## src/rtl/hpdc_pkg.sv

```systemverilog
// Shared constants, payload types and codes for the holonomic pose drive controller.
`timescale 1ns / 1ps
package hpdc_pkg;

    localparam int POS_W       = 16;
    localparam int SPEED_BASE  = 50;
    localparam int HEAD_W      = 9;
    localparam int ERR_W       = 8;
    localparam int SPD_W       = 8;
    localparam int DELTA_W     = 21;
    localparam int DELTA_SAT   = 1 << (DELTA_W - 1);
    localparam int SUM_W       = 2 * DELTA_W;
    localparam int RAD_W       = 22;
    localparam int ROOT_W      = RAD_W / 2;
    localparam int SQRT_STEPS  = ROOT_W;
    localparam int MOT_W       = SPD_W + 2;
    localparam int FORCE_W     = 16;
    localparam int MAG_W       = FORCE_W - 1;
    localparam int PROD_W      = MAG_W + SPD_W;
    localparam int DIV_STEPS   = SPD_W;
    localparam int RECIP5      = 3277;
    localparam int RECIP5_SH   = 14;
    localparam int RECIP5_W    = 12;
    localparam int RECIP100    = 5243;
    localparam int RECIP100_SH = 19;
    localparam int RECIP100_W  = 13;
    localparam int QUE_DEPTH   = 4;
    localparam int QUE_AW      = $clog2(QUE_DEPTH);
    localparam int FRONT_LAT   = SQRT_STEPS + 5;
    localparam int CNT_LIM     = FRONT_LAT + QUE_DEPTH;
    localparam int CNT_W       = $clog2(CNT_LIM + 1);
    localparam int CFG_IDX_W   = 3;
    localparam int CFG_DATA_W  = 16;

    localparam logic [CFG_IDX_W-1:0] CFG_MODE      = 3'd0;
    localparam logic [CFG_IDX_W-1:0] CFG_ANGLE_DB  = 3'd1;
    localparam logic [CFG_IDX_W-1:0] CFG_DIST_DB   = 3'd2;
    localparam logic [CFG_IDX_W-1:0] CFG_ROT_CAP   = 3'd3;
    localparam logic [CFG_IDX_W-1:0] CFG_DRIVE_CAP = 3'd4;

    localparam logic [2:0] ACT_STOP    = 3'd0;
    localparam logic [2:0] ACT_FORWARD = 3'd1;
    localparam logic [2:0] ACT_ROT_CW  = 3'd2;
    localparam logic [2:0] ACT_ROT_CCW = 3'd3;
    localparam logic [2:0] ACT_ARC_CW  = 3'd4;
    localparam logic [2:0] ACT_ARC_CCW = 3'd5;

    typedef struct packed {
        logic signed [POS_W-1:0] cur_x;
        logic signed [POS_W-1:0] cur_y;
        logic [HEAD_W-1:0]       cur_heading;
        logic signed [POS_W-1:0] goal_x;
        logic signed [POS_W-1:0] goal_y;
        logic [HEAD_W-1:0]       goal_heading;
    } t_pose;

    typedef struct packed {
        logic             drive_enable;
        logic [SPD_W-1:0] duty_a;
        logic [SPD_W-1:0] duty_b;
        logic [SPD_W-1:0] duty_c;
        logic             dir_a;
        logic             dir_b;
        logic             dir_c;
        logic [2:0]       action;
    } t_drive;

    typedef struct packed {
        logic             mode;
        logic [7:0]       angle_db;
        logic [11:0]      dist_db;
        logic [SPD_W-1:0] rot_cap;
        logic [SPD_W-1:0] drv_cap;
    } t_cfg;

    typedef struct packed {
        logic                    enable;
        logic [2:0]              action;
        logic signed [MOT_W-1:0] x;
        logic signed [MOT_W-1:0] w;
        logic [SPD_W-1:0]        speed;
    } t_motion;

    typedef struct packed {
        logic empty;
        logic full;
    } t_que_stat;

endpackage

```

## src/rtl/hpdc_back.sv

```systemverilog
// Back end: wheel force mix, largest-wheel scaling by pipelined division, result register.
`timescale 1ns / 1ps
module hpdc_back (
    input  logic              i_clk,
    input  logic              i_rst_n,
    input  logic              i_take,
    input  hpdc_pkg::t_motion i_cmd,
    output logic              o_res_valid,
    output hpdc_pkg::t_drive  o_res
);
    import hpdc_pkg::*;

    typedef struct packed {
        logic signed [FORCE_W-1:0] f0, f1, f2;
        logic                      enable;
        logic [2:0]                action;
        logic [SPD_W-1:0]          speed;
    } t_b1;

    typedef struct packed {
        logic [MAG_W-1:0] a0, a1, a2;
        logic [2:0]       neg;
        logic [MAG_W-1:0] fmax;
        logic             enable;
        logic [2:0]       action;
        logic [SPD_W-1:0] speed;
    } t_b2;

    typedef struct packed {
        logic [PROD_W-1:0] rem0, rem1, rem2;
        logic [SPD_W-1:0]  q0, q1, q2;
        logic [MAG_W-1:0]  dvs;
        logic              zero;
        logic [2:0]        neg;
        logic              enable;
        logic [2:0]        action;
    } t_dv;

    function automatic logic [MAG_W-1:0] mag(input logic signed [FORCE_W-1:0] f);
        return f[FORCE_W-1] ? MAG_W'(-f) : f[MAG_W-1:0];
    endfunction

    function automatic t_dv dv_step(input t_dv d, input int k);
        t_dv               o;
        logic [PROD_W-1:0] sh;
        o  = d;
        sh = PROD_W'(d.dvs) << k;
        if (d.rem0 >= sh) begin
            o.rem0 = d.rem0 - sh;
            o.q0   = d.q0 | (SPD_W'(1) << k);
        end
        if (d.rem1 >= sh) begin
            o.rem1 = d.rem1 - sh;
            o.q1   = d.q1 | (SPD_W'(1) << k);
        end
        if (d.rem2 >= sh) begin
            o.rem2 = d.rem2 - sh;
            o.q2   = d.q2 | (SPD_W'(1) << k);
        end
        return o;
    endfunction

    logic r_v1, r_v2, r_v3;
    logic r_vdv [DIV_STEPS];
    t_b1  r_b1, n_b1;
    t_b2  r_b2, n_b2;
    t_dv  r_b3, n_b3;
    t_dv  r_dv [DIV_STEPS];
    t_dv  n_dv [DIV_STEPS];
    t_drive n_res;

    logic signed [FORCE_W-1:0] xe, we;
    logic [MAG_W-1:0]          m01;

    always_comb begin
        xe = FORCE_W'(i_cmd.x);
        we = FORCE_W'(i_cmd.w);
        n_b1.f0     = FORCE_W'(58) * xe + FORCE_W'(33) * we;
        n_b1.f1     = FORCE_W'(33) * we - FORCE_W'(58) * xe;
        n_b1.f2     = FORCE_W'(33) * we;
        n_b1.enable = i_cmd.enable;
        n_b1.action = i_cmd.action;
        n_b1.speed  = i_cmd.speed;
    end

    always_comb begin
        n_b2.a0     = mag(r_b1.f0);
        n_b2.a1     = mag(r_b1.f1);
        n_b2.a2     = mag(r_b1.f2);
        n_b2.neg    = {r_b1.f2[FORCE_W-1], r_b1.f1[FORCE_W-1], r_b1.f0[FORCE_W-1]};
        m01         = (n_b2.a0 > n_b2.a1) ? n_b2.a0 : n_b2.a1;
        n_b2.fmax   = (m01 > n_b2.a2) ? m01 : n_b2.a2;
        n_b2.enable = r_b1.enable;
        n_b2.action = r_b1.action;
        n_b2.speed  = r_b1.speed;
    end

    always_comb begin
        n_b3.rem0   = PROD_W'(r_b2.a0) * PROD_W'(r_b2.speed);
        n_b3.rem1   = PROD_W'(r_b2.a1) * PROD_W'(r_b2.speed);
        n_b3.rem2   = PROD_W'(r_b2.a2) * PROD_W'(r_b2.speed);
        n_b3.q0     = '0;
        n_b3.q1     = '0;
        n_b3.q2     = '0;
        n_b3.dvs    = r_b2.fmax;
        n_b3.zero   = (r_b2.fmax == '0);
        n_b3.neg    = r_b2.neg;
        n_b3.enable = r_b2.enable;
        n_b3.action = r_b2.action;
    end

    for (genvar j = 0; j < DIV_STEPS; j++) begin : g_div
        if (j == 0) begin : g_first
            always_comb n_dv[j] = dv_step(r_b3, DIV_STEPS - 1 - j);
        end else begin : g_next
            always_comb n_dv[j] = dv_step(r_dv[j-1], DIV_STEPS - 1 - j);
        end
    end

    always_comb begin
        n_res.drive_enable = r_dv[DIV_STEPS-1].enable;
        n_res.action       = r_dv[DIV_STEPS-1].action;
        if (!r_dv[DIV_STEPS-1].enable) begin
            n_res.duty_a = '1;
            n_res.duty_b = '1;
            n_res.duty_c = '1;
            n_res.dir_a  = 1'b1;
            n_res.dir_b  = 1'b1;
            n_res.dir_c  = 1'b1;
        end else begin
            n_res.duty_a = r_dv[DIV_STEPS-1].zero ? '0 : r_dv[DIV_STEPS-1].q0;
            n_res.duty_b = r_dv[DIV_STEPS-1].zero ? '0 : r_dv[DIV_STEPS-1].q1;
            n_res.duty_c = r_dv[DIV_STEPS-1].zero ? '0 : r_dv[DIV_STEPS-1].q2;
            n_res.dir_a  = r_dv[DIV_STEPS-1].neg[0];
            n_res.dir_b  = r_dv[DIV_STEPS-1].neg[1];
            n_res.dir_c  = r_dv[DIV_STEPS-1].neg[2];
        end
    end

    always_ff @(posedge i_clk) begin
        if (!i_rst_n) begin
            r_v1        <= 1'b0;
            r_v2        <= 1'b0;
            r_v3        <= 1'b0;
            o_res_valid <= 1'b0;
            for (int j = 0; j < DIV_STEPS; j++) r_vdv[j] <= 1'b0;
        end else begin
            r_v1     <= i_take;
            r_v2     <= r_v1;
            r_v3     <= r_v2;
            r_vdv[0] <= r_v3;
            for (int j = 1; j < DIV_STEPS; j++) r_vdv[j] <= r_vdv[j-1];
            o_res_valid <= r_vdv[DIV_STEPS-1];
        end
        r_b1 <= n_b1;
        r_b2 <= n_b2;
        r_b3 <= n_b3;
        for (int j = 0; j < DIV_STEPS; j++) r_dv[j] <= n_dv[j];
        o_res <= n_res;
    end

endmodule

```

## config.mk

```make
export PLATFORM = sky130hd
export DESIGN_NAME = hpdc_back
export DESIGN_NICKNAME = d
export VERILOG_FILES = /design/src/rtl/hpdc_pkg.sv /design/src/rtl/hpdc_back.sv
export SDC_FILE = /design/constraint.sdc
export NUM_CORES = 2
export LEC_CHECK = 0
export BUFFER_PORTS_ARGS = -buffer_cell sky130_fd_sc_hd__buf_2
export CAP_MARGIN = 20
export CORE_ASPECT_RATIO = 0.5
export CORE_UTILIZATION = 45
export CTS_BUF_LIST = sky130_fd_sc_hd__clkbuf_16
export DETAILED_ROUTE_END_ITERATION = 6
export PLACE_DENSITY = 0.72
export SYNTH_ARGS = -nofsm -noshare
export SYNTH_HDL_FRONTEND = slang
export SYNTH_SLANG_ARGS = --single-unit
```

## constraint.sdc

```tcl
create_clock -name i_clk -period 7.8 [get_ports i_clk]
set_clock_uncertainty 0.05 [all_clocks]
set_input_delay 2.34 -clock i_clk [delete_from_list [all_inputs] [get_ports i_clk]]
set_output_delay 2.34 -clock i_clk [all_outputs]
set_load 0.1 [all_outputs]
```

==> summary.md <==
| Metric | Value |
|---|---|
| Post-synth EDFFs | `0` |
| Post-synthesis mux area share | `0.0289` |
| Adder-Cell Fraction of Synth Area | `0.226` |
| Post-cts resize count | `0` |
| Grt met3 use | `0.0266` |
| Die ar. | `~0.13 sq mm` |
| Post-route cell area | `0.0624 sq mm` |
| Row count | `91` |
| Top Ports | `67` |
| Hold path cells | `0` |
| Cell Area, Placed | `~0.06 sq mm` |
| Final worst-path cycle share | `0.819` |
| Drt initial violations | `2344` |
| Post-synthesis sequential area ratio | `0.354` |
| Total Neg Setup Slack | `0 ns` |
| Total core area | `~0.12 sq mm` |
| Area share of the largest cell type after synthesis | `0.354` |
| CTS root buf | `clkbuf_16` |
| Crit path top cell by count | `ha_1` |
| Pin count of the biggest net entering global routing | `44` |
| CTS Buffer Depth | `3` |
| Setup crit start kind | `register` |
| Fin util | `0.501` |
| Status | `complete, no violations` |
| GR Layer Usage met2 | `0.335` |
| Crit. Startpoint | `r_b1[12]` |
| Cell count of the worst reg-to-reg path | `23` |
| Vias in the first global route | `38562` |
| DR DRC count | `0` |
| Synth Area in XOR/XNOR | `0.0631` |
| Diode count | `0` |
| Main combinational cell family by area after synthesis | `adder cells` |
| Final Max Slew Viols | `0` |
| Routed len/inst | `around 17 um` |
| Syn. warnings | `0` |
| Met1 Track Usage GR | `0.265` |
| GPL Wtd Cong | `0.925` |
| Initial Util | `0.458` |
| Syn_nets | `6936` |
| Category of the most critical setup path | `register to register` |
| Drt total wl | `between 100000 and 150000 um` |
| # fillers | `11479` |
| Antenna violations before repair | `0` |
| Worst path max stage delay | `about 0.72 ns` |
| CTS clk-pin slew, worst paths | `around 0.060 ns` |
| Crit-path cells | `inv_1 > ha_1 > or4b_1 > or2_2 > o41ai_1 > xor2_1 > inv_1 > ha_1 > o21ai_1 > o21ai_2 > a21oi_1 > a211oi_2 > mux2_4 > ha_1 > nor2b_1 > o21a_1 > o21a_1 > o21ai_0 > nand2b_1 > a21oi_1 > o2111ai_1 > and3_1 > mux2_2` |
| Worst EP arrival | `6.91 ns` |
| Antenna Violating Nets Remaining | `0` |
| R2R Path Start | `r_b1[12]` |
| Postcts setup bufs | `0` |
| CP endpoint kind | `register` |
| Synth Instances | `6034` |
| Top Usage Layer GRT | `met2` |
| Fin crit period | `6.39 ns` |
| Mean post-synth cell area | `9.46 sq um` |
| Synth Area in Compound Gates | `0.132` |
| Final hold vios | `0` |
| Hold_sp | `r_dv[1][159]` |
| Die Width | `506 um` |
| First-pass GRT wire length | `208000 um` |
| Slew @ Worst Pin | `about 1.1 ns` |
| MaxCap Viol Count | `0` |
| Global route overflow | `0` |
| Sink Count | `approximately 1000` |
| Die Y | `254 um` |
| Top cell type by total area after synthesis | `dfxtp_1` |
| Synthesis-to-finish area growth | `9.33%` |
| Initial DRT Pass Iterations | `6` |
| Slew HR | `0.258` |
| RSZ-0062 raised after global routing | `false` |
| IO buf count | `66` |
| Nets | `approximately 7000` |
| Main area contributors after synthesis | `dfxtp_1 35%, ha_1 13%, fa_1 9.7%, inv_1 4.4%, xnor2_1 3.9%` |
| CP Max Fanout | `14` |
| Clock Latency Late Sink | `between 0.7 and 0.8 ns` |
| GR Util All Layers | `0.204` |
| Commonest non-fill, non-tap cell in the layout | `dfxtp_1` |
| Post-DP HPWL | `106000 um` |
| Primary FF master, synth | `dfxtp_1` |
| Routed vias | `slightly above 40000` |
| Worst Hold Class | `register to register` |
| #FFs+latches synth | `approximately 1000` |
| Share of post-route cells with drive strength above 1 | `0.0687` |
| Post-synth cell types | `83` |
| Mapped Area | `0.0571 sq mm` |
| Setup violators final | `0` |
| Post-Synth Simple-Gate Area | `0.145` |
| CP max stage cell | `a211oi_2` |
| CP Data Required Time | `8.32 ns` |
| Vias/cell | `5.17` |
| Most frequent cells in the layout | `1009 x dfxtp_1, 671 x inv_1, 591 x ha_1` |
| Hold-fix buffers, CTS | `0` |
| CTS H-Tree Depth | `3` |
| CTS tree | `built` |
| Fmax | `approximately 160 MHz` |
| Total CTS buffers | `92` |
| Ys async rst share | `0` |
-- area by class of cell --
class	instances	area [sq um]	share of cell area
multi-input combinational	4248	34000	0.545
sequential	1009	20200	0.324
inverter	665	2500	0.0400
clock buffer	93	2330	0.0373
tap	1674	2090	0.0336
clock inverter	77	724	0.0116
timing repair buffer	92	576	0.00922
-- logic make-up after synthesis --
group                    after synthesis
buffers and inverters                777
AND/OR/NAND/NOR                     1622
adder cells (fa/ha/maj)              868
AO/OA/AOI/OAI                       1199
multiplexers                         150
flip-flops                          1009
XOR/XNOR                             409
-- synthesized netlist by cell type (104+ instances only) --
cell         n
xor2_1     156
a21o_1     116
mux2_2     115
a21oi_1    425
inv_1      663
fa_1       276
dfxtp_1   1009
ha_1       591
nor3_1     125
nor2_1     382
and2_1     247
o21ai_0    253
clkbuf_1   104
nand2_1    348
xnor2_1    251
-- sequential cells by signal (all words and copies together) (netlist names), 8 cells and up --
name and flops:
r_dv 746, r_b3 67, r_b2 51, r_b1 42
o_res 31, n_dv 23, n_b3 22, n_b2 15
r_vdv 8
-- metrics by stage --
stage	cells	hold slack [ns]	worst slack, ns
floorplan	6034	0.260	1.26
global placement	7682	0.260	0.879
detailed placement	7683	0.262	0.830
CTS	7853	0.262	1.45
global route	7858	0.271	1.13
finish	7858	0.258	1.41
-- routing by layer --
layer  routed length (um)  vias up
met5                    0        -
met4                 6530        0
met3                 5300      260
met2                59200      894
met1                60700    18832
li1                     -    20673
-- worst paths after layout --
| kind | endpoint | slack (ns) |
|---|---|---|
| worst max-delay path | n_b3[12] | 1.41 |
| worst min register to register | r_dv[1][275] | 0.26 |
| worst max register to register | n_b3[12] | 1.41 |
| worst min-delay path | r_dv[1][275] | 0.26 |
-- critical path, delay by kind of cell, from the launching register on --
kind	cells	cell delay (ns)
mux	2	0.78
flops	1	0.44
xor+xnor	1	0.24
fa+ha+maj	3	0.83
buf+inv	2	0.26
simple gates	5	1.68
compound gates	10	1.98
Power is not shown: default switching activity piles up to over one toggle a cycle in this logic, so the estimate is an artifact.
