## config.mk

```make
export PLATFORM = sky130hd
export DESIGN_NAME = hpdc_queue
export DESIGN_NICKNAME = d
export VERILOG_FILES = /design/src/rtl/hpdc_pkg.sv /design/src/rtl/hpdc_queue.sv
export SDC_FILE = /design/constraint.sdc
export NUM_CORES = 1
export LEC_CHECK = 0
export BUFFER_PORTS_ARGS = -buffer_cell sky130_fd_sc_hd__buf_2
export CORE_MARGIN = 2
export CORE_UTILIZATION = 51
export DETAILED_ROUTE_END_ITERATION = 6
export GPL_TIMING_DRIVEN = 0
export PLACE_DENSITY = 0.75
export SLEW_MARGIN = 10
export SYNTH_ARGS = -nofsm -noshare
export SYNTH_HDL_FRONTEND = slang
export SYNTH_SLANG_ARGS = --single-unit
```

## constraint.sdc

```tcl
create_clock -name i_clk -period 1.7 [get_ports i_clk]
set_input_delay 0.17 -clock i_clk [delete_from_list [all_inputs] [get_ports i_clk]]
set_output_delay 0.17 -clock i_clk [all_outputs]
set_load 0.02 [all_outputs]
```

## src/rtl/hpdc_pkg.sv

```systemverilog
// Shared constants, payload types and codes for the holonomic pose drive controller.
`timescale 1ns / 1ps
package hpdc_pkg;

    localparam int POS_W       = 16;
    localparam int SPEED_BASE  = 50;
    localparam int HEAD_W      = 9;
    localparam int ERR_W       = 8;
    localparam int SPD_W       = 8;
    localparam int DELTA_W     = 21;
    localparam int DELTA_SAT   = 1 << (DELTA_W - 1);
    localparam int SUM_W       = 2 * DELTA_W;
    localparam int RAD_W       = 22;
    localparam int ROOT_W      = RAD_W / 2;
    localparam int SQRT_STEPS  = ROOT_W;
    localparam int MOT_W       = SPD_W + 2;
    localparam int FORCE_W     = 16;
    localparam int MAG_W       = FORCE_W - 1;
    localparam int PROD_W      = MAG_W + SPD_W;
    localparam int DIV_STEPS   = SPD_W;
    localparam int RECIP5      = 3277;
    localparam int RECIP5_SH   = 14;
    localparam int RECIP5_W    = 12;
    localparam int RECIP100    = 5243;
    localparam int RECIP100_SH = 19;
    localparam int RECIP100_W  = 13;
    localparam int QUE_DEPTH   = 4;
    localparam int QUE_AW      = $clog2(QUE_DEPTH);
    localparam int FRONT_LAT   = SQRT_STEPS + 5;
    localparam int CNT_LIM     = FRONT_LAT + QUE_DEPTH;
    localparam int CNT_W       = $clog2(CNT_LIM + 1);
    localparam int CFG_IDX_W   = 3;
    localparam int CFG_DATA_W  = 16;

    localparam logic [CFG_IDX_W-1:0] CFG_MODE      = 3'd0;
    localparam logic [CFG_IDX_W-1:0] CFG_ANGLE_DB  = 3'd1;
    localparam logic [CFG_IDX_W-1:0] CFG_DIST_DB   = 3'd2;
    localparam logic [CFG_IDX_W-1:0] CFG_ROT_CAP   = 3'd3;
    localparam logic [CFG_IDX_W-1:0] CFG_DRIVE_CAP = 3'd4;

    localparam logic [2:0] ACT_STOP    = 3'd0;
    localparam logic [2:0] ACT_FORWARD = 3'd1;
    localparam logic [2:0] ACT_ROT_CW  = 3'd2;
    localparam logic [2:0] ACT_ROT_CCW = 3'd3;
    localparam logic [2:0] ACT_ARC_CW  = 3'd4;
    localparam logic [2:0] ACT_ARC_CCW = 3'd5;

    typedef struct packed {
        logic signed [POS_W-1:0] cur_x;
        logic signed [POS_W-1:0] cur_y;
        logic [HEAD_W-1:0]       cur_heading;
        logic signed [POS_W-1:0] goal_x;
        logic signed [POS_W-1:0] goal_y;
        logic [HEAD_W-1:0]       goal_heading;
    } t_pose;

    typedef struct packed {
        logic             drive_enable;
        logic [SPD_W-1:0] duty_a;
        logic [SPD_W-1:0] duty_b;
        logic [SPD_W-1:0] duty_c;
        logic             dir_a;
        logic             dir_b;
        logic             dir_c;
        logic [2:0]       action;
    } t_drive;

    typedef struct packed {
        logic             mode;
        logic [7:0]       angle_db;
        logic [11:0]      dist_db;
        logic [SPD_W-1:0] rot_cap;
        logic [SPD_W-1:0] drv_cap;
    } t_cfg;

    typedef struct packed {
        logic                    enable;
        logic [2:0]              action;
        logic signed [MOT_W-1:0] x;
        logic signed [MOT_W-1:0] w;
        logic [SPD_W-1:0]        speed;
    } t_motion;

    typedef struct packed {
        logic empty;
        logic full;
    } t_que_stat;

endpackage

```

## src/rtl/hpdc_queue.sv

```systemverilog
// Short command queue between the front end and the wheel mixer.
`timescale 1ns / 1ps
module hpdc_queue (
    input  logic                i_clk,
    input  logic                i_rst_n,
    input  logic                i_push,
    input  hpdc_pkg::t_motion   i_data,
    input  logic                i_pop,
    output hpdc_pkg::t_motion   o_data,
    output hpdc_pkg::t_que_stat o_stat
);
    import hpdc_pkg::*;

    t_motion           r_mem [QUE_DEPTH];
    logic [QUE_AW-1:0] r_wr, r_rd;
    logic [QUE_AW:0]   r_cnt;

    always_ff @(posedge i_clk) begin
        if (!i_rst_n) begin
            r_wr  <= '0;
            r_rd  <= '0;
            r_cnt <= '0;
        end else begin
            if (i_push) r_wr <= r_wr + 1'b1;
            if (i_pop)  r_rd <= r_rd + 1'b1;
            r_cnt <= r_cnt + (QUE_AW+1)'(i_push) - (QUE_AW+1)'(i_pop);
        end
        if (i_push) r_mem[r_wr] <= i_data;
    end

    assign o_data       = r_mem[r_rd];
    assign o_stat.empty = (r_cnt == '0);
    assign o_stat.full  = (r_cnt == (QUE_AW+1)'(QUE_DEPTH));

endmodule

```

==> qor.yml, run 1 <==
status: "finished with violations"
failed_checks: "negative setup slack"
antenna_cells: 0
setup_viol: 32
rsz0062_at_grt: "true"
vias: 2429
cts_root_buf: "clkbuf_8"
finalMaxSlewViolations: 0
r2r_end: "r_cnt[2]"
postRouteAntennaNets: 0
coreArea_sq_um: 9729
r2r_slack_ns: 0.13
cts_tree: "done"
die_area_sq_um: 10820
crit_fanout: 8
postSynthAreaPerCell_sq_um: 24.29
drc: 0
start_util_pct: 52.43
drt_first_iter_violations: 125
grtUsageMet2_pct: 27.77
drt_first_pass_iters: 4
synthCells: 210
grt_antenna_before_repair: 0
place.gp.congestion: 0.6701
clk_latency_ns: 0.51
synth.distinct_cells: 20
slew-limit-headroom_pct: 65.99
wl_um: 8639
post-route-util_pct: 70.59
crit_buf_inv: 3
nNetsFinal: 380
die_h_um: 104.0
crit_family: "multiplexers"
cts-htree-levels: 4
finalClockSkew_ns: 0.005694
fin_crit_ns: 1.997
clock_sinks: 137
layout_commonest_cell: "edfxtp_1"
yosys_warnings: 0
reg2reg_from: "r_cnt[0]"
grtUsageMet1_pct: 22.17
tightest_slew_ns: 0.5101
ys_seq_elements: 137
layout-drive-gt1-share_pct: 42.98
leakagePower_nw: 2.447
rows: 36
fin_ws_ns: -0.2967
top_usage_layer: "met2"
seq_area_frac_synth_pct: 78.88
hold_viol: 0
p_total_mw: 8.834
fmax_ghz: 0.5008
hold_path.class: "primary input to flip-flop"
max_cap_viol_count: 0
grt_max_degree: 33
clk_path_buf_depth: 2
io_pins: 70
cp.depth: 4
whs_path_depth: 3
vias_per_cell: 5.039
worst_setup_path_end_kind: "output pin"
hold_start: "i_push"
grt_use_met3_pct: 6.140
wl_per_cell_um: 17.92
port_buffers: 69
reg2reg_depth: 7
numCtsBuffers: 17
arrival_ns: 1.83
overflow: 0
slowest_stage: "mux4_2"
grtUsageTotal_pct: 17.15
final_cell_mix: "edfxtp_1 (128), buf_2 (39), dlygate4sd3_1 (34)"
cts.clk_slew.worst_paths_ns: 0.06
power_density_nw_per_um2: 1286
grt_pass1_wl_um: 13900
instances_no_fill: 482
area_growth_pct: 34.63
pre_cts_ws_ns: -0.03674
peakVddDrop_uv: 841.7
synth_nets: 253
synth_area_sq_um: 5101
die_x_um: 104.0
finalCritPeriodShare_pct: 117.5
whs_endpoint: "r_wr[1]"
startpoint_type: "flip-flop"
path_cells: "buf_12 > clkbuf_16 > mux4_2 > buf_6"
critPathMaxStageDelay_ns: 0.51
path_class: "flip-flop to output pin"
place_inst: 412
crit_required_ns: 1.53
dp_hpwl_um: 4846
grt_pass1_vias: 2672
where the power goes:
part | switching [mW] | total, mW | internal, mW | leakage (nW)
clock network | 1.36 | 3.74 | 2.38 | 0.299
logic | 0.537 | 1.16 | 0.622 | 0.898
registers | 0.0552 | 3.93 | 3.88 | 1.25
total | 1.95 | 8.83 | 6.88 | 2.45
cells by family (layout without fill, tap and decap cells):
kind of cell / count (synthesis) / after routing / synth area share, %
adder cells (fa/ha/maj): 7 / 7 / 1.864
XOR/XNOR: 3 / 3 / 0.8094
flip-flops: 137 / 137 / 78.88
multiplexers: 33 / 33 / 14.47
buffers and inverters: 14 / 153 / 2.208
AO/OA/AOI/OAI: 2 / 2 / 0.2942
AND/OR/NAND/NOR: 14 / 14 / 1.472
how the worst max path moves through the flow:
| stage | start | to | slack (ns) |
|---|---|---|---|
| detailed placement | r_cnt[0] | r_cnt[2] | -0.04 |
| CTS | flip-flop | o_data[21] | -0.32 |
| finish | flip-flop | o_data[7] | -0.30 |
| global route | flip-flop | o_data[7] | -0.36 |
| floorplan | r_cnt[0] | r_cnt[2] | 0.03 |
| global placement | r_wr[0] | r_mem[0][10] | -0.008 |
sequential cells by signal, summed over array words and instances (netlist names), named ones only:
signal / count
r_mem: 128
r_cnt: 3
r_wr: 2
r_rd: 2
cell type report:
type | count | area, sq um
Buffer | 7 | 97.59
Multi-Input combinational cell | 59 | 967.2
Fill cell | 621 | 2861
Tap cell | 133 | 166.4
Clock inverter | 14 | 195.2
Clock buffer | 17 | 414.1
Timing Repair Buffer | 108 | 975.9
Sequential cell | 137 | 4025
Inverter | 7 | 26.28
cell usage after synthesis:
master    count  area (sq um)
and2_1        6         37.54
buf_12        3         60.06
fa_1          1         20.02
mux4_2       30         675.7
a21bo_2       1         10.01
buf_6         1         11.26
nor2_1        5         18.77
buf_2         3         15.01
xor3_1        1         23.77
inv_1         7         26.28
and3_1        1         6.260
xnor2_1       2         17.52
a21oi_1       1         5.000
mux2i_1       1         10.01
nor3_1        1         5.000
dfxtp_1       9         180.2
edfxtp_1    128          3844
nand3b_1      1         7.510
mux4_1        2         52.55
ha_1          6         75.07
worst reg2reg max path, stage by stage, from the launching register on:
cell	delay [ns]
dfxtp_1	0.32
inv_1	0.05
ha_1	0.26
inv_1	0.04
ha_1	0.18
fa_1	0.37
xor3_1	0.20
nor2_1	0.04
layer usage:
layer | share of wire (%) | vias to the layer above
li1 | - | 1126
met1 | 43 | 1240
met2 | 53 | 55
met3 | 3.4 | 8
met4 | 0.85 | 0
met5 | 0 | -
metrics by stage:
step | instance area (sq um) | hold WS (ns) | TNS [ns]
after CTS | 6594 | 0.01312 | -9.437
after detailed placement | 5618 | 0.3873 | -1.776
after global placement | 5618 | 0.3807 | -0.2128
final | 6868 | 0.03452 | -8.732
after floorplan | 5106 | 0.2689 | 0
after global routing | 6868 | 0.03379 | -10.72
repair_timing:
item                                    in CTS  in global routing
gates resized for setup                     11                 64
pin swaps                                    1                  0
endpoints found under the hold margin      135                  0
hold buffers                                34                  0
endpoints found under the setup margin     161                 32
gates cloned                                 0                  3
buffers inserted                             2                  0
Note: power is estimated with default switching activity, not from simulation.
==> run 2: changes to the inputs <==
--- a/config.mk
+++ b/config.mk
@@ -10,7 +10,8 @@
 export CORE_UTILIZATION = 51
 export DETAILED_ROUTE_END_ITERATION = 6
 export GPL_TIMING_DRIVEN = 0
-export PLACE_DENSITY = 0.75
+export PLACE_DENSITY_LB_ADDON = 0.05
+export SKIP_LAST_GASP = 1
 export SLEW_MARGIN = 10
 export SYNTH_ARGS = -nofsm -noshare
 export SYNTH_HDL_FRONTEND = slang
==> run 2 against run 1 <==
The flow still finishes with violations (negative setup slack). Worst hold slack improved by 0.0099 ns. Sequential power about the same. Core utilization decreased by 0.33 points. Wire length decreased by 0.65%. Clock skew about the same. Non-clock buffer count unchanged. Critical endpoint is now o_data[14]. Largest cell class unchanged. Largest power group unchanged. Highest routed layer unchanged.
==> qor.yml, run 2 (synthesis results as in run 1) <==
status: "finished with violations"
failed_checks: "negative setup slack"
port_buffers: 69  # unchanged
layout-drive-gt1-share_pct: 42.86  # -0.12 points
setup_viol: 32  # unchanged
grt_pass1_wl_um: 13390  # -3.6%
finalClockSkew_ns: 0.005952  # +0.0002581 ns
design_area_sq_um: 6835  # -0.47%
crit_buf_inv: 3  # unchanged
die_h_um: 104.0  # unchanged
die_x_um: 104.0  # unchanged
worst_setup_path_end_kind: "output pin"
hold_viol: 0  # unchanged
clk_latency_ns: 0.50  # about the same
wl_um: 8583  # -0.65%
drt_first_iter_violations: 115  # -8.0%
antenna_cells: 0  # unchanged
r2r_slack_ns: 0.12  # about the same
coreArea_sq_um: 9729  # unchanged
power.share.clock_pct: 41.4  # -1.0 points
rsz0062_at_grt: "true"
max_cap_viol_count: 0  # unchanged
tightest_slew_ns: 0.5326  # +0.02249 ns
clock_sinks: 137  # unchanged
cts_tree: "done"
combPwrFrac_pct: 13.2  # about the same
start_util_pct: 52.43  # unchanged
clk_path_buf_depth: 2  # unchanged
vias: 2439  # +0.41%
crit_required_ns: 1.53  # about the same
drt_first_pass_iters: 4  # unchanged
rows: 36  # unchanged
peakVddDrop_uv: 657.5  # -22%
power_frac_seq_pct: 45.4  # +0.9 points
grt_max_degree: 33  # unchanged
grt_use_met3_pct: 5.138  # -1.0 points
fin_setup_tns_ns: -8.092  # +0.6397 ns
critPathMaxStageDelay_ns: 0.51  # about the same
cts.clk_slew.worst_paths_ns: 0.06  # about the same
overflow: 0  # unchanged
hold_path.class: "primary input to flip-flop"
arrival_ns: 1.81  # -0.02 ns
p_sw_share_pct: 22.25  # +0.16 points
path_cells: "buf_12 > clkbuf_16 > mux4_2 > buf_6"
layout_commonest_cell: "edfxtp_1"
cts_root_buf: "clkbuf_8"
io_pins: 70  # unchanged
largest_reg_flops: 128  # unchanged
top_usage_layer: "met2"
fmax_ghz: 0.5044  # +0.72%
regMostFlops: "r_mem"
crit_fanout: 8  # unchanged
numCtsBuffers: 17  # unchanged
wl_per_cell_um: 17.77  # -0.85%
crit_family: "multiplexers"
reg_top3: "r_mem (128), r_cnt (3)"
grtUsageTotal_pct: 16.75  # -0.40 points
nNetsFinal: 380  # unchanged
place_area_sq_um: 5618  # unchanged
place.gp.congestion: 0.6682  # -0.28%
final_cell_mix: "edfxtp_1 (128), buf_2 (42), dlygate4sd3_1 (34)"
fin_ws_ns: -0.2824  # +0.01429 ns
pre_cts_ws_ns: -0.04719  # -0.01046 ns
postRouteAntennaNets: 0  # unchanged
grtUsageMet1_pct: 21.74  # -0.42 points
cts-htree-levels: 4  # unchanged
drc: 0  # unchanged
slowest_stage: "mux4_2"
finalCritPeriodShare_pct: 116.6  # -0.84 points
startpoint_type: "flip-flop"
grt_pass1_vias: 2628  # -1.6%
vias_per_cell: 5.050  # +0.20%
finalMaxSlewViolations: 0  # unchanged
slew-limit-headroom_pct: 64.49  # -1.5 points
p_int_mw: 6.741  # -2.1%
path_class: "flip-flop to output pin"
power_density_nw_per_um2: 1268  # -1.4%
dp_hpwl_um: 4717  # -2.7%
grt_antenna_before_repair: 0  # unchanged
die_area_sq_um: 10820  # unchanged
area_growth_pct: 34.00
grtUsageMet2_pct: 26.88  # -0.89 points
fin_crit_ns: 1.982  # -0.01429 ns
p_sw_mw: 1.929  # -1.1%
leakagePower_nw: 2.421  # -1.1%
==> run 2: changes by cell type in the layout (fill, tap and decap cells not counted), sizes merged <==
cell and delta:
bufinv -1, clkbuf +1, clkinvlp +3, clkinv -3, buf +1
==> run 2: power by group through the flow <==
stage                     Clock, mW  Combinational (mW)  Sequential (mW)
after global placement            0               0.884             4.00
final                          3.59                1.15             3.93
after detailed placement          0               0.894             4.00
after floorplan                   0               0.614             3.98
after global routing           3.80                1.23             3.95
after CTS                      3.65               0.979             3.93
==> run 2: stage by stage <==
stage	hold slack (ns)	power, mW	cells	utilization [%]
floorplan	0.2689	4.598	210	-
detailed placement	0.3883	4.897	412	57.74
finish	0.04440	8.669	483	70.25
global placement	0.3845	4.879	412	57.74
global route	0.04367	8.980	483	70.25
CTS	0.01512	8.566	479	67.49
==> run 2: final timing paths <==
path | cells after the start | from | endpoint
hold reg to reg | 2 | r_rd[0] | r_rd[1]
hold / removal | 3 | i_push | r_wr[0]
setup reg to reg | 7 | r_cnt[0] | r_cnt[2]
setup / recovery | 4 | flip-flop | o_data[14]
==> run 2: layout make-up <==
| cell class | count | area (sq um) |
|---|---|---|
| timing repair buffer | 108 | 963.4 |
| tap | 133 | 166.4 |
| clock inverter | 13 | 168.9 |
| fill | 658 | 2894 |
| clock buffer | 19 | 421.7 |
| inverter | 7 | 26.28 |
| buffer | 7 | 95.09 |
| multi-input combinational | 59 | 967.2 |
| sequential | 137 | 4026 |
==> run 2: timing repair <==
item / 4_1_cts / 5_1_grt
hold buffers: 34 / 0
endpoints found under the hold margin: 137 / 0
buffers inserted: 1 / 1
setup endpoints to repair: 161 / 32
resized for setup: 9 / 61
gates cloned: 0 / 3
pin swaps: 1 / 0
==> run 2: worst reg2reg max path, cell delays in order, from the launching register on <==
cell and delay (ns):
dfxtp_2 0.32, inv_1 0.04, ha_1 0.26, inv_1 0.04
ha_1 0.19, fa_1 0.38, xor3_1 0.20, nor2_1 0.04
==> run 2: per-layer routing <==
layer | up-vias | wire (um)
li1 | 1127 | -
met1 | 1254 | 3827
met2 | 56 | 4441
met3 | 2 | 277
met4 | 0 | 36
met5 | - | 0
