==> src/rtl/hpdc_pkg.sv <==
// Shared constants, payload types and codes for the holonomic pose drive controller.
`timescale 1ns / 1ps
package hpdc_pkg;

    localparam int POS_W       = 16;
    localparam int SPEED_BASE  = 50;
    localparam int HEAD_W      = 9;
    localparam int ERR_W       = 8;
    localparam int SPD_W       = 8;
    localparam int DELTA_W     = 21;
    localparam int DELTA_SAT   = 1 << (DELTA_W - 1);
    localparam int SUM_W       = 2 * DELTA_W;
    localparam int RAD_W       = 22;
    localparam int ROOT_W      = RAD_W / 2;
    localparam int SQRT_STEPS  = ROOT_W;
    localparam int MOT_W       = SPD_W + 2;
    localparam int FORCE_W     = 16;
    localparam int MAG_W       = FORCE_W - 1;
    localparam int PROD_W      = MAG_W + SPD_W;
    localparam int DIV_STEPS   = SPD_W;
    localparam int RECIP5      = 3277;
    localparam int RECIP5_SH   = 14;
    localparam int RECIP5_W    = 12;
    localparam int RECIP100    = 5243;
    localparam int RECIP100_SH = 19;
    localparam int RECIP100_W  = 13;
    localparam int QUE_DEPTH   = 4;
    localparam int QUE_AW      = $clog2(QUE_DEPTH);
    localparam int FRONT_LAT   = SQRT_STEPS + 5;
    localparam int CNT_LIM     = FRONT_LAT + QUE_DEPTH;
    localparam int CNT_W       = $clog2(CNT_LIM + 1);
    localparam int CFG_IDX_W   = 3;
    localparam int CFG_DATA_W  = 16;

    localparam logic [CFG_IDX_W-1:0] CFG_MODE      = 3'd0;
    localparam logic [CFG_IDX_W-1:0] CFG_ANGLE_DB  = 3'd1;
    localparam logic [CFG_IDX_W-1:0] CFG_DIST_DB   = 3'd2;
    localparam logic [CFG_IDX_W-1:0] CFG_ROT_CAP   = 3'd3;
    localparam logic [CFG_IDX_W-1:0] CFG_DRIVE_CAP = 3'd4;

    localparam logic [2:0] ACT_STOP    = 3'd0;
    localparam logic [2:0] ACT_FORWARD = 3'd1;
    localparam logic [2:0] ACT_ROT_CW  = 3'd2;
    localparam logic [2:0] ACT_ROT_CCW = 3'd3;
    localparam logic [2:0] ACT_ARC_CW  = 3'd4;
    localparam logic [2:0] ACT_ARC_CCW = 3'd5;

    typedef struct packed {
        logic signed [POS_W-1:0] cur_x;
        logic signed [POS_W-1:0] cur_y;
        logic [HEAD_W-1:0]       cur_heading;
        logic signed [POS_W-1:0] goal_x;
        logic signed [POS_W-1:0] goal_y;
        logic [HEAD_W-1:0]       goal_heading;
    } t_pose;

    typedef struct packed {
        logic             drive_enable;
        logic [SPD_W-1:0] duty_a;
        logic [SPD_W-1:0] duty_b;
        logic [SPD_W-1:0] duty_c;
        logic             dir_a;
        logic             dir_b;
        logic             dir_c;
        logic [2:0]       action;
    } t_drive;

    typedef struct packed {
        logic             mode;
        logic [7:0]       angle_db;
        logic [11:0]      dist_db;
        logic [SPD_W-1:0] rot_cap;
        logic [SPD_W-1:0] drv_cap;
    } t_cfg;

    typedef struct packed {
        logic                    enable;
        logic [2:0]              action;
        logic signed [MOT_W-1:0] x;
        logic signed [MOT_W-1:0] w;
        logic [SPD_W-1:0]        speed;
    } t_motion;

    typedef struct packed {
        logic empty;
        logic full;
    } t_que_stat;

endpackage

==> src/rtl/hpdc_front.sv <==
// Front end: distance, square root and heading error pipeline that classifies each pose.
`timescale 1ns / 1ps
module hpdc_front (
    input  logic           i_clk,
    input  logic           i_rst_n,
    input  logic           i_take,
    input  hpdc_pkg::t_pose i_pose,
    input  hpdc_pkg::t_cfg  i_cfg,
    output logic           o_push,
    output hpdc_pkg::t_motion o_cmd
);
    import hpdc_pkg::*;

    localparam int M72_W  = 14;
    localparam int M111_W = 15;
    localparam int P72_W  = M72_W + RECIP100_W;
    localparam int P111_W = M111_W + RECIP100_W;
    localparam int QP_W   = ROOT_W + RECIP5_W;

    typedef struct packed {
        logic [DELTA_W-1:0] dx;
        logic [DELTA_W-1:0] dy;
        logic [ERR_W-1:0]   r;
        logic               cw;
    } t_s2;

    typedef struct packed {
        logic [SUM_W-1:0]  sqx;
        logic [SUM_W-1:0]  sqy;
        logic [M72_W-1:0]  m72;
        logic [M111_W-1:0] m111;
        logic [23:0]       dd;
        logic [ERR_W-1:0]  r;
        logic              cw;
    } t_s3;

    typedef struct packed {
        logic [RAD_W-1:0]  rem;
        logic [RAD_W-1:0]  root;
        logic              sat;
        logic              moving;
        logic              cw;
        logic [ERR_W-1:0]  r;
        logic [P72_W-1:0]  p72;
        logic [P111_W-1:0] p111;
    } t_sq;

    typedef struct packed {
        logic [QP_W-1:0]   qprod;
        logic              sat;
        logic              moving;
        logic              cw;
        logic [ERR_W-1:0]  r;
        logic [P72_W-1:0]  p72;
        logic [P111_W-1:0] p111;
    } t_s16;

    function automatic logic [DELTA_W-1:0] sat_delta(input logic [POS_W:0] a);
        logic [32:0] e;
        e = 33'(a);
        return (e > 33'(DELTA_SAT)) ? DELTA_W'(DELTA_SAT) : e[DELTA_W-1:0];
    endfunction

    function automatic logic [HEAD_W-1:0] reduce(input logic [HEAD_W-1:0] h);
        return (h >= 9'd360) ? h - 9'd360 : h;
    endfunction

    function automatic t_sq sq_step(input t_sq d, input int k);
        t_sq              o;
        logic [RAD_W-1:0] b;
        logic [RAD_W-1:0] t;
        o = d;
        b = RAD_W'(1) << (RAD_W - 2 - 2 * k);
        t = d.root + b;
        if (d.rem >= t) begin
            o.rem  = d.rem - t;
            o.root = (d.root >> 1) + b;
        end else begin
            o.root = d.root >> 1;
        end
        return o;
    endfunction

    logic  r_v1, r_v2, r_v3, r_v4, r_v16;
    logic  r_vsq [SQRT_STEPS];
    t_pose r_in;
    t_s2   r_s2, n_s2;
    t_s3   r_s3, n_s3;
    t_sq   r_s4, n_s4;
    t_sq   r_sq [SQRT_STEPS];
    t_sq   n_sq [SQRT_STEPS];
    t_s16  r_s16, n_s16;

    logic signed [POS_W:0] dfx, dfy;
    logic [POS_W:0]        ax, ay;
    logic [HEAD_W-1:0]     ch, gh, e;
    logic [HEAD_W:0]       ediff;
    logic [SUM_W-1:0]      s;

    always_comb begin
        dfx   = (POS_W+1)'(r_in.goal_x) - (POS_W+1)'(r_in.cur_x);
        dfy   = (POS_W+1)'(r_in.goal_y) - (POS_W+1)'(r_in.cur_y);
        ax    = dfx[POS_W] ? (POS_W+1)'(-dfx) : dfx;
        ay    = dfy[POS_W] ? (POS_W+1)'(-dfy) : dfy;
        ch    = reduce(r_in.cur_heading);
        gh    = reduce(r_in.goal_heading);
        ediff = {1'b0, gh} + 10'd360 - {1'b0, ch};
        e     = (ediff >= 10'd360) ? HEAD_W'(ediff - 10'd360) : ediff[HEAD_W-1:0];
        n_s2.dx = sat_delta(ax);
        n_s2.dy = sat_delta(ay);
        n_s2.r  = (e > 9'd180) ? ERR_W'(9'd360 - e) : e[ERR_W-1:0];
        n_s2.cw = (e >= 9'd180);
    end

    always_comb begin
        n_s3.sqx  = SUM_W'(r_s2.dx) * SUM_W'(r_s2.dx);
        n_s3.sqy  = SUM_W'(r_s2.dy) * SUM_W'(r_s2.dy);
        n_s3.m72  = M72_W'(r_s2.r) * M72_W'(72);
        n_s3.m111 = M111_W'(r_s2.r) * M111_W'(111);
        n_s3.dd   = 24'(i_cfg.dist_db) * 24'(i_cfg.dist_db);
        n_s3.r    = r_s2.r;
        n_s3.cw   = r_s2.cw;
    end

    always_comb begin
        s           = r_s3.sqx + r_s3.sqy;
        n_s4.rem    = {s[RAD_W-3:0], 2'b00};
        n_s4.root   = '0;
        n_s4.sat    = |s[SUM_W-1:RAD_W-2];
        n_s4.moving = s > SUM_W'(r_s3.dd);
        n_s4.cw     = r_s3.cw;
        n_s4.r      = r_s3.r;
        n_s4.p72    = P72_W'(r_s3.m72) * P72_W'(RECIP100);
        n_s4.p111   = P111_W'(r_s3.m111) * P111_W'(RECIP100);
    end

    for (genvar k = 0; k < SQRT_STEPS; k++) begin : g_sqrt
        if (k == 0) begin : g_first
            always_comb n_sq[k] = sq_step(r_s4, k);
        end else begin : g_next
            always_comb n_sq[k] = sq_step(r_sq[k-1], k);
        end
    end

    always_comb begin
        n_s16.qprod  = QP_W'(r_sq[SQRT_STEPS-1].root[ROOT_W-1:0]) * QP_W'(RECIP5);
        n_s16.sat    = r_sq[SQRT_STEPS-1].sat;
        n_s16.moving = r_sq[SQRT_STEPS-1].moving;
        n_s16.cw     = r_sq[SQRT_STEPS-1].cw;
        n_s16.r      = r_sq[SQRT_STEPS-1].r;
        n_s16.p72    = r_sq[SQRT_STEPS-1].p72;
        n_s16.p111   = r_sq[SQRT_STEPS-1].p111;
    end

    always_ff @(posedge i_clk) begin
        if (!i_rst_n) begin
            r_v1  <= 1'b0;
            r_v2  <= 1'b0;
            r_v3  <= 1'b0;
            r_v4  <= 1'b0;
            r_v16 <= 1'b0;
            for (int k = 0; k < SQRT_STEPS; k++) r_vsq[k] <= 1'b0;
        end else begin
            r_v1     <= i_take;
            r_v2     <= r_v1;
            r_v3     <= r_v2;
            r_v4     <= r_v3;
            r_vsq[0] <= r_v4;
            for (int k = 1; k < SQRT_STEPS; k++) r_vsq[k] <= r_vsq[k-1];
            r_v16    <= r_vsq[SQRT_STEPS-1];
        end
        r_in  <= i_pose;
        r_s2  <= n_s2;
        r_s3  <= n_s3;
        r_s4  <= n_s4;
        for (int k = 0; k < SQRT_STEPS; k++) r_sq[k] <= n_sq[k];
        r_s16 <= n_s16;
    end

    logic [8:0]       q;
    logic [9:0]       usum, vsum, wsum;
    logic [SPD_W-1:0] u, v, w;

    always_comb begin
        q    = 9'(r_s16.qprod >> RECIP5_SH);
        usum = 10'(SPEED_BASE) + 10'(q);
        vsum = 10'(SPEED_BASE) + 10'(r_s16.p72 >> RECIP100_SH);
        wsum = 10'(SPEED_BASE) + 10'(r_s16.p111 >> RECIP100_SH);
        u = (r_s16.sat || usum > 10'(i_cfg.drv_cap)) ? i_cfg.drv_cap : usum[SPD_W-1:0];
        v = (vsum > 10'(i_cfg.rot_cap)) ? i_cfg.rot_cap : vsum[SPD_W-1:0];
        w = (wsum > 10'(i_cfg.drv_cap)) ? i_cfg.drv_cap : wsum[SPD_W-1:0];
        o_cmd = '0;
        priority if (i_cfg.mode) begin
            o_cmd.enable = 1'b1;
            o_cmd.x      = MOT_W'(u);
            o_cmd.w      = r_s16.cw ? MOT_W'(w) : -MOT_W'(w);
            o_cmd.speed  = u;
            o_cmd.action = r_s16.cw ? ACT_ARC_CW : ACT_ARC_CCW;
        end else if (r_s16.moving && r_s16.r > i_cfg.angle_db) begin
            o_cmd.enable = 1'b1;
            o_cmd.w      = r_s16.cw ? MOT_W'(1) : -MOT_W'(1);
            o_cmd.speed  = v;
            o_cmd.action = r_s16.cw ? ACT_ROT_CW : ACT_ROT_CCW;
        end else if (r_s16.moving) begin
            o_cmd.enable = 1'b1;
            o_cmd.x      = MOT_W'(1);
            o_cmd.speed  = u;
            o_cmd.action = ACT_FORWARD;
        end else begin
            o_cmd.action = ACT_STOP;
        end
    end

    assign o_push = r_v16;

endmodule

==> config.mk <==
export PLATFORM = sky130hd
export DESIGN_NAME = hpdc_front
export DESIGN_NICKNAME = d
export VERILOG_FILES = /design/src/rtl/hpdc_pkg.sv /design/src/rtl/hpdc_front.sv
export SDC_FILE = /design/constraint.sdc
export NUM_CORES = 2
export LEC_CHECK = 0
export ABC_AREA = 1
export BUFFER_PORTS_ARGS = -buffer_cell sky130_fd_sc_hd__buf_2
export CAP_MARGIN = 0
export CORE_ASPECT_RATIO = 1.1
export CORE_UTILIZATION = 60
export DETAILED_ROUTE_END_ITERATION = 6
export GPL_ROUTABILITY_DRIVEN = 0
export PLACE_DENSITY = 0.86
export SKIP_CTS_REPAIR_TIMING = 1
export SYNTH_ARGS = -nofsm -noshare
export SYNTH_HDL_FRONTEND = slang
export SYNTH_SLANG_ARGS = --single-unit
==> constraint.sdc <==
create_clock -name i_clk -period 8.4 [get_ports i_clk]
set_input_delay 1.26 -clock i_clk [delete_from_list [all_inputs] [get_ports i_clk]]
set_output_delay 1.26 -clock i_clk [all_outputs]
set_load 0.05 [all_outputs]
==> results.json <==
{
  "type_of_element_launching_the_critical_path": "register",
  "clock_pin_slew_on_the_worst_setup_and_hold_paths_ns": 0.07,
  "post-synth-top-area-fraction_pct": 29.99,
  "synth_most_common_cell": "sky130_fd_sc_hd__inv_1",
  "wire_per_inst_um": 16.33,
  "synthCells": 6844,
  "dr.pass1.iters": 7,
  "vias_per_cell": 5.381,
  "clkLatencyLatePin_ns": 0.72,
  "status": "finished, violations left",
  "critical_path.max_fanout": 17,
  "grt_util_all_layers_pct": 27.07,
  "cp_slowest_stage_delay_ns": 0.87,
  "synthToLayoutAreaGrowth_pct": 8.617,
  "initial_utilization_pct": 60.78,
  "post_synth.cell_area_avg_um2": 8.974,
  "grt_remaining_overflow": 0,
  "synth_largest_area_cell": "sky130_fd_sc_hd__dfxtp_1",
  "worst-endpoint-required_ns": 8.95,
  "finalSetupViolations": 0,
  "timing.final.crit_period_ns": 6.563,
  "asyncSetResetFlopFracSynth_pct": 0,
  "cts_root_buf": "sky130_fd_sc_hd__clkbuf_16",
  "drv.max_cap_violation_count": 0,
  "num-nets-final": 8513,
  "synth_edf_count": 0,
  "synth_sequential_area_ratio_pct": 29.99,
  "crit_chain": "nand2_1 > fa_1 > inv_1 > fa_1 > inv_1 > fa_1 > inv_1 > fa_1 > fa_1 > inv_1 > fa_1 > inv_1 > ha_1 > a21oi_1 > o21ai_0 > a21oi_1 > inv_1 > nand2_1 > nand2_1 > a21oi_1 > o21ai_0 > nand2_1 > nand2_1",
  "arrival_worst_endpoint_ns": 7.12,
  "via_count": 45320,
  "detailedRoute.firstIterationViolations": 3067,
  "critical_path.endpoint_type": "register",
  "initial_antenna_violation_count": 8,
  "clockBufferDepth": 3,
  "hold_viol_final": 0,
  "critical_path_class": "reg2reg",
  "timing.slew.headroom_pct": 9.835,
  "hold_path.class": "reg2reg",
  "cts-htree-levels": 3,
  "crit_share_post_route_pct": 78.13,
  "synth_flop_cell": "sky130_fd_sc_hd__dfxtp_1",
  "die_h_um": 337.6,
  "finalWirelength_um": 137500,
  "die_w_um": 307.1,
  "core.rowCount": 122,
  "failing_checks": "DRC",
  "tritoncts.num_buffers": 86,
  "finalClockSkew_ns": 0.06621,
  "synth.area.top_cells": "sky130_fd_sc_hd__dfxtp_1, sky130_fd_sc_hd__fa_1, sky130_fd_sc_hd__ha_1, sky130_fd_sc_hd__inv_1, sky130_fd_sc_hd__nand2_1",
  "crit_slowest_cell": "sky130_fd_sc_hd__dfxtp_1",
  "number_of_inserted_filler_cells_in_the_final_layout": 7184,
  "slew_viol_final": 0,
  "drc": 3,
  "yosys_register_bits": 920,
  "buffer_ports.inserted": 152,
  "rsz0062_at_grt": "no",
  "max_clock_freq_mhz": 152.4,
  "largest_net_degree_at_the_start_of_global_routing": 24,
  "distinct_cell_type_count_of_the_synthesized_netlist": 60,
  "detail_placement_hpwl_um": 101800,
  "fp.dieArea_um2": 103600,
  "netlist_area_um2": 61420,
  "design.core.area_um2": 101100,
  "synth_commonest_cells": "sky130_fd_sc_hd__inv_1, sky130_fd_sc_hd__nand2_1, sky130_fd_sc_hd__dfxtp_1",
  "worst_slew_pin_slew_ns": 1.348,
  "drive_above_1_share_pct": 4.991,
  "first_global_vias": 48540,
  "wire_length_of_the_first_global_routing_pass_um": 227500,
  "tritoncts": "built",
  "ant_nets": 0,
  "fin_setup_tns_ns": 0,
  "pin_count": 155,
  "ys.warnings.count": 0,
  "cts.sink_count": 920
}
-- placed cells by master, fill, tap and decap left out, types with 7 or more instances in the layout --
cell                        Yosys  final
sky130_fd_sc_hd__a211oi_1       9      9
sky130_fd_sc_hd__a21boi_0       9      9
sky130_fd_sc_hd__a21o_1        26     26
sky130_fd_sc_hd__a21oi_1      303    303
sky130_fd_sc_hd__a31oi_1       25     25
sky130_fd_sc_hd__buf_2          2    152
sky130_fd_sc_hd__bufinv_16      0     14
sky130_fd_sc_hd__clkbuf_1     100      9
sky130_fd_sc_hd__clkbuf_16      0     86
sky130_fd_sc_hd__clkbuf_8       0     12
sky130_fd_sc_hd__clkinv_16      0      7
sky130_fd_sc_hd__clkinv_2       0     18
sky130_fd_sc_hd__dfxtp_1      920    920
sky130_fd_sc_hd__fa_1         626    626
sky130_fd_sc_hd__ha_1         785    785
sky130_fd_sc_hd__inv_1       1612   1612
sky130_fd_sc_hd__nand2_1     1087   1087
sky130_fd_sc_hd__nand3_1      168    168
sky130_fd_sc_hd__nand3b_1      11     11
sky130_fd_sc_hd__nand4_1       48     48
sky130_fd_sc_hd__nor2_1       309    309
sky130_fd_sc_hd__nor3_1        52     52
sky130_fd_sc_hd__nor4_1        36     36
sky130_fd_sc_hd__o211ai_1      16     16
sky130_fd_sc_hd__o21a_1        11     11
sky130_fd_sc_hd__o21ai_0      216    216
sky130_fd_sc_hd__o21ai_1        8      8
sky130_fd_sc_hd__o21bai_1      30     30
sky130_fd_sc_hd__o22ai_1        9      9
sky130_fd_sc_hd__o31ai_1       11     11
sky130_fd_sc_hd__or2_2         12     12
sky130_fd_sc_hd__xnor2_1       96     96
sky130_fd_sc_hd__xor2_1       231    231
-- layout make-up --
| class | count | area, um2 | area share (%) |
|---|---|---|---|
| diodes | 4 | 10.01 | 0.01500 |
| clock buffers | 107 | 2351 | 3.524 |
| clock inverters | 54 | 864.6 | 1.296 |
| inverters | 1621 | 6085 | 9.121 |
| multi-input cells | 4198 | 36510 | 54.73 |
| flip-flops and latches | 920 | 18420 | 27.61 |
| well taps | 1364 | 1707 | 2.558 |
| repair buffers | 153 | 768.2 | 1.152 |
-- metal layers --
metal | up-vias | share of wire [%] | global-route usage (%)
li1 | 21300 | - | -
met4 | 6 | 5.7 | 15.18
met1 | 21440 | 36 | 28.59
met3 | 678 | 6.5 | 5.799
met2 | 1893 | 52 | 49.82
met5 | - | 0.024 | 0
-- logic make-up (layout without fill, tap and decap cells) --
kind of cell,after synthesis,count (layout),share of synthesized area (%)
AO/OA/AOI/OAI,696,696,6.350
XOR/XNOR,329,329,4.716
adder cells (fa/ha/maj),1411,1411,36.40
buffers and inverters,1727,1935,10.58
flip-flops,920,920,29.99
multiplexers,2,2,0.03667
other,1,6,0.006106
AND/OR/NAND/NOR,1758,1758,11.93
-- through the flow --
stage / util, % / cells / cell area, um2 / hold slack [ns] / setup WS [ns]
final: 66.02 / 8421 / 66710 / 0.3036 / 1.837
after global routing: 66.01 / 8419 / 66710 / 0.3127 / 1.511
after global placement: 62.82 / 8256 / 63480 / 0.3099 / 2.223
after detailed placement: 62.82 / 8256 / 63480 / 0.3121 / 1.988
after CTS: 66.01 / 8417 / 66700 / 0.2993 / 1.923
after floorplan: - / 6845 / 61420 / 0.3096 / 2.470
-- worst max-delay path: cells and delay by family, from the launching register on --
family	cells	cell delay, ns
flip-flops	1	0.87
adder cells (fa/ha/maj)	7	3.49
AND/OR/NAND/NOR	5	0.49
buffers and inverters	6	0.38
AO/OA/AOI/OAI	5	1.16
-- path summary, 6_finish.rpt --
kind	startpoint	end	slack (ns)	depth (start not counted)
setup / recovery	r_s2[39]	r_s3[132]	1.84	23
hold / removal	r_sq[3][26]	r_sq[4][26]	0.30	0
setup reg to reg	r_s2[39]	r_s3[132]	1.84	23
hold reg to reg	r_sq[3][26]	r_sq[4][26]	0.30	0
-- flip-flops by register name (all words and copies together) (netlist names) --
signal,count
r_sq,574
r_s3,111
r_in,82
r_s2,34
n_sq,28
r_s16,28
r_s4,20
r_vsq,11
n_s3,9
n_s4,9
q,9
o_push,1
r_v1,1
r_v2,1
r_v3,1
r_v4,1
Power is not shown: default switching activity piles up to over one toggle a cycle in this logic, so the estimate is an artifact.
